==> config.mk <==
export PLATFORM = sky130hd
export DESIGN_NAME = delimited_frame_extractor
export DESIGN_NICKNAME = d
export VERILOG_FILES = /design/src/rtl/dfx_pkg.sv /design/src/rtl/dfx_core.sv /design/src/rtl/dfx_out_stage.sv /design/src/rtl/delimited_frame_extractor.sv
export SDC_FILE = /design/constraint.sdc
export NUM_CORES = 1
export LEC_CHECK = 0
export BUFFER_PORTS_ARGS = -buffer_cell sky130_fd_sc_hd__buf_2
export CORE_MARGIN = 2
export CORE_UTILIZATION = 51
export DETAILED_ROUTE_END_ITERATION = 7
export HOLD_SLACK_MARGIN = 0.02
export PLACE_DENSITY = 0.75
export SLEW_MARGIN = 25
export SYNTH_ARGS = -nofsm -noshare
export SYNTH_HDL_FRONTEND = slang
export SYNTH_SLANG_ARGS = --single-unit
export TNS_END_PERCENT = 50
==> constraint.sdc <==
create_clock -name clk -period 2.2 [get_ports clk]
set_input_delay 0.66 -clock clk [delete_from_list [all_inputs] [get_ports clk]]
set_output_delay 0.66 -clock clk [all_outputs]
set_load 0.1 [all_outputs]
==> src/rtl/dfx_pkg.sv <==
`timescale 1ns / 1ps
`default_nettype none

package dfx_pkg;

	localparam int BYTE_W    = 8;
	localparam int LEN_W     = 13;
	localparam int MARKER_W  = 16;
	localparam int CFG_IDX_W = 1;
	localparam int M_TDATA_W = 24;

	localparam int DEF_START_BYTES = 2;
	localparam int DEF_END_BYTES   = 2;
	localparam int DEF_MAX_FRAME   = 4096;

	// configuration register indexes
	localparam logic [CFG_IDX_W-1:0] REG_START_MARKER = 1'b0;
	localparam logic [CFG_IDX_W-1:0] REG_END_MARKER   = 1'b1;

	// result kinds
	localparam logic KIND_PAYLOAD   = 1'b0;
	localparam logic KIND_FRAME_END = 1'b1;

	typedef struct packed {
		logic              kind;
		logic [BYTE_W-1:0] payload_byte;
		logic [LEN_W-1:0]  frame_length;
	} result_t;

endpackage

`default_nettype wire

==> src/rtl/dfx_core.sv <==
`timescale 1ns / 1ps
`default_nettype none

module dfx_core #(
	parameter int START_BYTES = dfx_pkg::DEF_START_BYTES,
	parameter int END_BYTES   = dfx_pkg::DEF_END_BYTES,
	parameter int MAX_FRAME   = dfx_pkg::DEF_MAX_FRAME
) (
	input  wire logic                           clk,
	input  wire logic                           arst_n,
	input  wire logic                           step,
	input  wire logic [dfx_pkg::BYTE_W-1:0]     rx_byte,
	input  wire logic [dfx_pkg::MARKER_W-1:0]   start_marker,
	input  wire logic [dfx_pkg::MARKER_W-1:0]   end_marker,
	output logic                                res_valid,
	output dfx_pkg::result_t                    res
);
	import dfx_pkg::*;

	localparam int HIST_CAP = (START_BYTES > END_BYTES) ? START_BYTES : END_BYTES;
	localparam int HW = HIST_CAP * BYTE_W;
	localparam int SW = START_BYTES * BYTE_W;
	localparam int EW = END_BYTES * BYTE_W;
	localparam int CW = $clog2(HIST_CAP + 1);
	localparam int PW = $clog2(MAX_FRAME + 1);
	// bytes that stay in the window after the oldest one leaves
	localparam logic [HW-1:0] KEEP_MASK = HW'((65'(1) << (EW - BYTE_W)) - 65'(1));

	logic          in_frame_q;
	logic [HW-1:0] hist_q;
	logic [CW-1:0] cnt_q;
	logic [PW-1:0] pcount_q;

	logic [HW-1:0] hist_sh;
	logic [CW-1:0] cnt_inc;
	logic          start_hit;
	logic          end_hit;
	logic          emit;

	assign hist_sh   = HW'({hist_q, rx_byte});
	assign cnt_inc   = (cnt_q < CW'(HIST_CAP)) ? cnt_q + CW'(1) : cnt_q;
	assign start_hit = (cnt_inc >= CW'(START_BYTES)) && (hist_sh[SW-1:0] == SW'(start_marker));
	assign end_hit   = (cnt_inc >= CW'(END_BYTES)) && (hist_sh[EW-1:0] == EW'(end_marker));
	assign emit      = !end_hit && (cnt_inc >= CW'(END_BYTES));

	always_comb begin
		res = '0;
		res_valid = 1'b0;
		if (in_frame_q) begin
			if (end_hit) begin
				res_valid        = 1'b1;
				res.kind         = KIND_FRAME_END;
				res.frame_length = LEN_W'(pcount_q);
			end else if (emit) begin
				res_valid        = 1'b1;
				res.kind         = KIND_PAYLOAD;
				res.payload_byte = hist_sh[EW-1 -: BYTE_W];
			end
		end
	end

	always_ff @(posedge clk or negedge arst_n) begin
		if (!arst_n) begin
			in_frame_q <= 1'b0;
			hist_q     <= '0;
			cnt_q      <= '0;
			pcount_q   <= '0;
		end else if (step) begin
			if (!in_frame_q) begin
				if (start_hit) begin
					in_frame_q <= 1'b1;
					hist_q     <= '0;
					cnt_q      <= '0;
					pcount_q   <= '0;
				end else begin
					hist_q <= hist_sh;
					cnt_q  <= cnt_inc;
				end
			end else if (end_hit) begin
				in_frame_q <= 1'b0;
				hist_q     <= '0;
				cnt_q      <= '0;
				pcount_q   <= '0;
			end else if (emit) begin
				// drop the emitted byte from the window
				hist_q <= hist_sh & KEEP_MASK;
				cnt_q  <= CW'(END_BYTES - 1);
				if (pcount_q < PW'(MAX_FRAME))
					pcount_q <= pcount_q + PW'(1);
			end else begin
				hist_q <= hist_sh;
				cnt_q  <= cnt_inc;
			end
		end
	end

	a_cnt_bound: assert property (@(posedge clk) disable iff (!arst_n)
		cnt_q <= CW'(HIST_CAP))
		else $error("byte count above window depth");

	a_pcount_bound: assert property (@(posedge clk) disable iff (!arst_n)
		pcount_q <= PW'(MAX_FRAME))
		else $error("payload count above frame limit");

	a_hunt_clean: assert property (@(posedge clk) disable iff (!arst_n)
		!in_frame_q |-> pcount_q == '0)
		else $error("payload count not cleared while hunting");

	a_frame_end_leaves: assert property (@(posedge clk) disable iff (!arst_n)
		step && res_valid && res.kind == KIND_FRAME_END |=> !in_frame_q && cnt_q == '0)
		else $error("frame end did not return to hunting");

endmodule

`default_nettype wire

==> src/rtl/dfx_out_stage.sv <==
`timescale 1ns / 1ps
`default_nettype none

module dfx_out_stage (
	input  wire logic              clk,
	input  wire logic              arst_n,
	input  wire logic              load,
	input  wire logic              res_valid,
	input  wire dfx_pkg::result_t  res,
	input  wire logic              take,
	output logic                   out_valid,
	output dfx_pkg::result_t       out_res
);
	import dfx_pkg::*;

	logic    valid_q;
	result_t res_q;

	always_ff @(posedge clk or negedge arst_n) begin
		if (!arst_n) begin
			valid_q <= 1'b0;
		end else if (load) begin
			valid_q <= res_valid;
		end else if (take) begin
			valid_q <= 1'b0;
		end
	end

	always_ff @(posedge clk) begin
		if (load && res_valid)
			res_q <= res;
	end

	assign out_valid = valid_q;
	assign out_res   = res_q;

	a_no_overwrite: assert property (@(posedge clk) disable iff (!arst_n)
		load |-> !valid_q || take)
		else $error("result register loaded while holding an untaken request");

	a_kind_fields: assert property (@(posedge clk) disable iff (!arst_n)
		valid_q && res_q.kind == KIND_FRAME_END |-> res_q.payload_byte == '0)
		else $error("frame end carries a payload byte");

	a_payload_fields: assert property (@(posedge clk) disable iff (!arst_n)
		valid_q && res_q.kind == KIND_PAYLOAD |-> res_q.frame_length == '0)
		else $error("payload byte carries a length");

endmodule

`default_nettype wire

==> src/rtl/delimited_frame_extractor.sv <==
// Start/end delimiter deframer.
// Input: one received byte per request on s_tvalid/s_tready/s_tdata.
// Output: one request per payload byte or frame end on m_tvalid/m_tready;
//   m_tuser = 0 marks a payload byte, 1 marks the end of a frame with its
//   length (saturating at MAX_FRAME) in the length field.
// While hunting, the block waits for the start pattern; inside a frame it
// holds bytes back END_BYTES deep so the end pattern is dropped, not emitted.
// Patterns are set through cfg_we/cfg_index/cfg_data; index 0 start pattern,
// index 1 end pattern, first byte in the most significant position.
// Write them only while no bytes are in flight.
// Path: an accepted byte waits in the input register until the result
// register is free or being taken, then its result is registered there.
// Throughput: one byte per cycle while m_tready stays high; the input
// register and the result register each hold one request, and the
// pattern compare plus window shift between them is combinational.
// Reset: hunting, empty window, both patterns zero, no pending result.
// Stall: a result holds while m_tready is low; s_tready drops once the
// input register is occupied and the result register holds an untaken one.
`timescale 1ns / 1ps
`default_nettype none

module delimited_frame_extractor #(
	parameter int START_BYTES = dfx_pkg::DEF_START_BYTES,
	parameter int END_BYTES   = dfx_pkg::DEF_END_BYTES,
	parameter int MAX_FRAME   = dfx_pkg::DEF_MAX_FRAME
) (
	input  wire logic                            clk,
	input  wire logic                            arst_n,
	input  wire logic                            s_tvalid,
	output logic                                 s_tready,
	input  wire logic [dfx_pkg::BYTE_W-1:0]      s_tdata,   // [7:0] rx_byte
	output logic                                 m_tvalid,
	input  wire logic                            m_tready,
	output logic [dfx_pkg::M_TDATA_W-1:0]        m_tdata,   // [7:0] payload_byte, [20:8] frame_length
	output logic                                 m_tuser,   // [0] kind
	input  wire logic                            cfg_we,
	input  wire logic [dfx_pkg::CFG_IDX_W-1:0]   cfg_index,
	input  wire logic [dfx_pkg::MARKER_W-1:0]    cfg_data
);
	import dfx_pkg::*;

	logic [MARKER_W-1:0] start_marker_q;
	logic [MARKER_W-1:0] end_marker_q;

	logic              valid_s1;
	logic [BYTE_W-1:0] byte_s1;
	logic              step;
	logic              res_valid;
	result_t           res;
	result_t           out_res;

	always_ff @(posedge clk or negedge arst_n) begin
		if (!arst_n) begin
			start_marker_q <= '0;
			end_marker_q   <= '0;
		end else if (cfg_we) begin
			unique case (cfg_index)
				REG_START_MARKER: start_marker_q <= cfg_data;
				REG_END_MARKER:   end_marker_q   <= cfg_data;
			endcase
		end
	end

	// advance the input register when the result slot is free or being taken
	assign step     = valid_s1 && (!m_tvalid || m_tready);
	assign s_tready = !valid_s1 || step;

	always_ff @(posedge clk or negedge arst_n) begin
		if (!arst_n) begin
			valid_s1 <= 1'b0;
		end else if (s_tready) begin
			valid_s1 <= s_tvalid;
		end
	end

	always_ff @(posedge clk) begin
		if (s_tvalid && s_tready)
			byte_s1 <= s_tdata;
	end

	dfx_core #(
		.START_BYTES (START_BYTES),
		.END_BYTES   (END_BYTES),
		.MAX_FRAME   (MAX_FRAME)
	) u_core (
		.clk          (clk),
		.arst_n       (arst_n),
		.step         (step),
		.rx_byte      (byte_s1),
		.start_marker (start_marker_q),
		.end_marker   (end_marker_q),
		.res_valid    (res_valid),
		.res          (res)
	);

	dfx_out_stage u_out (
		.clk       (clk),
		.arst_n    (arst_n),
		.load      (step),
		.res_valid (res_valid),
		.res       (res),
		.take      (m_tready),
		.out_valid (m_tvalid),
		.out_res   (out_res)
	);

	assign m_tdata = M_TDATA_W'({out_res.frame_length, out_res.payload_byte});
	assign m_tuser = out_res.kind;

endmodule

`default_nettype wire
Yosys cells after proc, flatten, opt, wreduce, memory -nomap -nowiden

Index checks and enable logic that the tools add are counted.
Widths: inputs -> output; s select.

Register bits after elaboration: 88
Bits of input ports: 30
Output and inout bits: 27
Logic and storage cells: 64

$add $sub $neg: 2
Order comparisons: 3
Equal/unequal tests: 4
Mux-type cells: 22
Bitwise gates (word level): 3
Reduce and logical (&&, ||, !) cells: 18

Operators with widths:

| operator              | count |
|---|---|
| $mux 13               | 5 |
| $eq 16x16->1          | 2 |
| $mux 8                | 3 |
| $add 13x1->13 const B | 1 |
| $lt 13x13->1 const B  | 1 |
| $mux 2                | 5 |
| $mux 1                | 9 |
| $logic_and 1x1->1     | 6 |
| $ne 3x3->1 const B    | 2 |
| $reduce_and 2->1      | 3 |
| $reduce_and 4->1      | 1 |
| $reduce_bool 2->1     | 2 |
| $logic_not 1->1       | 3 |
| $not 1->1             | 3 |
| $reduce_or 3->1       | 1 |
| $add 2x1->2 const B   | 1 |
| $ge 2x2->1 const B    | 1 |
| $logic_or 1x1->1      | 2 |
| $lt 2x2->1 const B    | 1 |

Longest topological paths before layout

Depth after elaboration: 10
Mapped depth: 9
Mapped depth without buffers: 8

Hierarchy

Synthesis repeated with hierarchy kept, for this count alone.

Cell total of the unflattened synthesis: 314
Area, all modules: 3,957.5 um^2

Modules (own cells, without submodules):

| module                    | instances | cells an instance | area an instance (um^2) | seq. area each (um^2) |
|---|---|---|---|---|
| dfx_core                  | 1         | 201               | 1,681.6                 | 600.6 |
| delimited_frame_extractor | 1         | 87                | 1,570.3                 | 1,066.0 |
| dfx_out_stage             | 1         | 26                | 705.7                   | 685.7 |

Least setup slack after synthesis

No wires, ideal clock.

Path type: reg2reg
From: register u_out.valid_q (netlist: u_out.out_valid)
To: register byte_s1[0] (enable)
Setup time: 0.282 ns
Arrival: 2.474 ns
Required time: 1.918 ns
Path slack: -0.555 ns
Cell stages (with the launch flop): 3
Clock period less this slack: 2.755 ns
Cells stage by stage: dfrtp_1 nand3b_1 and2_1

Word-level cells in the longest chain between the ends: 5

Ends and longest elaborated chain:

| element                | RTL line                        | text |
|---|---|---|
| start, declared        | dfx_out_stage.sv:16             | `logic valid_q;` |
| start signal, assigned | dfx_out_stage.sv:23             | `valid_q <= res_valid;` |
| $logic_not 1->1        | delimited_frame_extractor.sv:65 | `assign step = valid_s1 && (!m_tvalid \|\| m_tready);` |
| $logic_or 1x1->1       | delimited_frame_extractor.sv:65 |  |
| $logic_and 1x1->1      | delimited_frame_extractor.sv:65 |  |
| $logic_or 1x1->1       | delimited_frame_extractor.sv:66 | `assign s_tready = !valid_s1 \|\| step;` |
| named net s_tready     | delimited_frame_extractor.sv:30 | `output logic s_tready,` |
| $logic_and 1x1->1      | delimited_frame_extractor.sv:77 | `if (s_tvalid && s_tready)` |
| end signal, assigned   | delimited_frame_extractor.sv:78 | `byte_s1 <= s_tdata;` |
| end, declared          | delimited_frame_extractor.sv:46 | `logic [BYTE_W-1:0] byte_s1;` |

The timed path passes the listed nets, and every way through them passes these cells.
A chain may end at the register's enable or synchronous reset.

Worst setup path after layout

From: register byte_s1[5]
To: register u_core.pcount_q[10]

Word-level cells in the longest chain between the ends: 6

Ends and longest elaborated chain:

| element                    | RTL line       | text |
|---|---|---|
| $eq 16x16->1               | dfx_core.sv:43 | `assign end_hit = (cnt_inc >= CW'(END_BYTES)) && (hist_sh[EW-1:0] == EW'(end_marker));` |
| $logic_and 1x1->1          | dfx_core.sv:43 |  |
| $logic_not 1->1            | dfx_core.sv:44 | `assign emit = !end_hit && (cnt_inc >= CW'(END_BYTES));` |
| $logic_and 1x1->1          | dfx_core.sv:44 |  |
| $ne 3x3->1 (no line)       | --             |  |
| $reduce_and 4->1 (no line) | --             |  |
| end signal, assigned       | dfx_core.sv:89 | `pcount_q <= pcount_q + PW'(1);` |
| end, declared              | dfx_core.sv:32 | `logic [PW-1:0] pcount_q;` |

Parallel ways exist; a longest one is shown, timed or not.

==> impl_metrics.toml <==
[outcome]
status = "finished clean"

[setup_path]
critical_path.max_fanout = 4
end_kind = "flip-flop"
worst_ep_arrival_time_ns = 2.38
r2r-start = "byte_s1[5]$_DFFE_PP_"
r2r_end = "u_core.pcount_q[10]$_DFFE_PN0P_"
crit_start = "byte_s1[5]$_DFFE_PP_"
crit_path_start_kind = "flip-flop"
worstSetupPathType = "flip-flop to flip-flop"
crit_end = "u_core.pcount_q[10]$_DFFE_PN0P_"
crit_required_ns = 2.43
reg2reg_depth = 7
reg2reg_setup_slack_ns = 0.05

[drt]
drt_first_pass_iters = 5
routedWlPerCell_um = 15.13
via_per_inst = 5.266
vias = 2649
drt.antenna.violating_nets = 0
drtIter0Drc = 161
wl_mm = 7.611
drc = 0

[global_routing]
grt_start_max_net_pins = 59
track_usage_pct = 19.85
use_met3_pct = 3.533
met2_usage_pct = 32.11
grt_busiest_layer = "met2"
met1_usage_pct = 27.72
grt_pass1_vias = 2693
overflow = 0
grt_first_pass_wirelength_mm = 13.07
antenna_found_initial = 0

[power]
pwr-share-clk_pct = 20.2
p_int_mw = 3.328
p_comb_share_pct = 38.0
pwr-share-seq_pct = 41.8
p_leak_nw = 2.085
power.switching_mw = 2.252
peakVddDrop_mv = 0.6339
p_sw_share_pct = 40.36
power_density_nw_per_um2 = 1169

[die]
fp-row-count = 31
fp.dieW_um = 91.69
die-area_um2 = 8406
coreArea_um2 = 7331
num_io_pins = 57
start_util_pct = 53.49
die_h_um = 91.69

[logic_synthesis]
syn_inst = 321
synthDistinctLibCells = 43
async_reset_ff_share_pct = 65.91
synth_top_area_share_pct = 37.01
syn_area_um2 = 3921
yosys.area.top_type = "dfrtp_1"
syn_avg_cell_area_um2 = 12.22
ys_warn_count = 0
synth_flop_cell = "dfrtp_1"
netlist_top_cells_area = "dfrtp_1 (37%), edfxtp_1 (23%), mux2_2 (8.9%), xnor2_1 (4.9%), and2_1 (3.2%)"
yosys_register_bits = 88
synth_enable_flop_cells = 30
seq_area_frac_synth_pct = 59.99

[timing]
clock-skew-final_ns = 0.007041
worst_slew_pin_slew_ns = 0.7728
hold_viol_final = 0
setup_slack_ns = 0.05011
finalSetupViolCount = 0
period_needed_ns = 2.150
slew_headroom_pct = 48.09
fin_crit_sh_pct = 97.72
clock.fmax_mhz = 465.1
rsz0062_at_grt = "true"
drv_slew = 0

[placement]
place_ws_ns = -0.01565
dp.cells = 485
gp_congestion = 0.8784
io_buffers = 53
hpwl_mm = 5.482

[clocking]
clk_latency_ns = 0.35
cts_sinks = 88
hold_buffers = 0
clockBufferDepth = 2
clockRootBuffer = "clkbuf_8"
cts_tree = "yes"
cts_max_level = 3
numCtsBuffers = 9
clk_pin_slew_ns = 0.08

[layout]
nets = 432
layout_commonest_cell = "dfrtp_1"
multi_input_area_um2 = 1533
fin_cells = 503
drive_gt1_share_pct = 34.90
antenna_cells = 0
final_core_util_pct = 65.10
syn_to_final_growth_pct = 21.70
seqCellArea_um2 = 2356
final_cell_mix = "dfrtp_1 (57), buf_2 (52), mux2_2 (31)"
nFillCells = 560

[min_path]
hp-class = "input pin to asynchronous set/reset pin"

[flow_run]
maxCapViolCount = 0
## metal layers
metal	vias to the layer above	part of all wire [%]	wire [µm]
li1	1282	-	-
met1	1267	45	3435
met2	92	48	3658
met3	8	5.7	436
met4	0	1.1	81
met5	-	0	0
## how the worst min path moves through the flow
stage                                         end  slack, ns  cells past startpoint
floorplan             end_marker_q[0]$_DFFE_PN0P_       0.36                      0
global placement    start_marker_q[4]$_DFFE_PN0P_       0.51                      1
detailed placement  start_marker_q[9]$_DFFE_PN0P_       0.52                      1
CTS                   end_marker_q[6]$_DFFE_PN0P_       0.31                      2
global route        start_marker_q[4]$_DFFE_PN0P_       0.31                      2
finish                end_marker_q[0]$_DFFE_PN0P_       0.28                      2
## power by group through the flow
stage | combinational [mW] | clock, mW | sequential [mW]
final | 2.12 | 1.12 | 2.33
after global placement | 2.05 | 0 | 2.34
after floorplan | 0.770 | 0 | 3.12
after CTS | 2.10 | 1.15 | 2.33
after global routing | 2.27 | 1.22 | 2.37
after detailed placement | 2.08 | 0 | 2.36
## cells by family (layout without fill, tap and decap cells)
family                   after synthesis  count (layout)  synth area share [%]
XOR/XNOR                              29              29                 6.477
flip-flops                            88              88                 59.99
AO/OA/AOI/OAI                         43              43                 7.403
multiplexers                          32              32                 9.158
other                                  1               3               0.09563
AND/OR/NAND/NOR                       98              98                 12.99
buffers and inverters                 27             108                 2.936
adder cells (fa/ha/maj)                3               3                0.9573
## state kept, by name, summed over array words and instances (netlist names)
name	count
valid_s1	1
u_out.out_valid	1
u_out.out_res	22
u_core.cnt_q	2
u_core.hist_q	8
start_marker_q	16
byte_s1	8
u_core.in_frame_q	1
u_core.pcount_q	13
end_marker_q	16
## what timing repair did
item	4_1_cts	5_1_grt
endpoints found under the setup margin	2	19
pin swaps	2	3
gates resized for setup	1	8
setup buffers	1	1
endpoints found under the hold margin	0	0
## synth_stat cells (5+ instances only)
library cell and n:
nand4_1 7, xnor2_1 22, xor2_1 7, nor2_1 8, and3_1 7, dfrtp_1 58
mux2_2 31, inv_1 12, edfxtp_1 30, o21ai_0 14, a21oi_1 7, nand2_1 28
clkbuf_1 10, and2_1 20, nor3_1 5, nand2b_1 5, nand3_1 11
## critical path, cell delays in order (launching register included)
cell and delay (ns):
edfxtp_1 0.47, xnor2_2 0.21, nand4_1 0.15, nor4_2 0.32, buf_4 0.18, a21oi_1 0.12
a21bo_4 0.25, a221o_1 0.34
## area by class of cell
type / count / area share (%)
sequential: 88 / 49.37
clock inverter: 5 / 1.154
tap: 99 / 2.596
timing repair buffer: 80 / 10.64
multi-input combinational: 208 / 32.12
clock buffer: 11 / 3.173
inverter: 12 / 0.9439
## per-stage QoR
step	area (µm²)	hold WS [ns]	power, mW	setup TNS, ns
floorplan	3946	0.3644	3.894	-0.2442
global placement	4493	0.5121	4.396	0
detailed placement	4493	0.5180	4.433	-0.01565
CTS	4713	0.3091	5.571	0
global route	4772	0.3126	5.857	-0.1391
finish	4772	0.2839	5.580	0
Power figures use the tool's default switching activity.
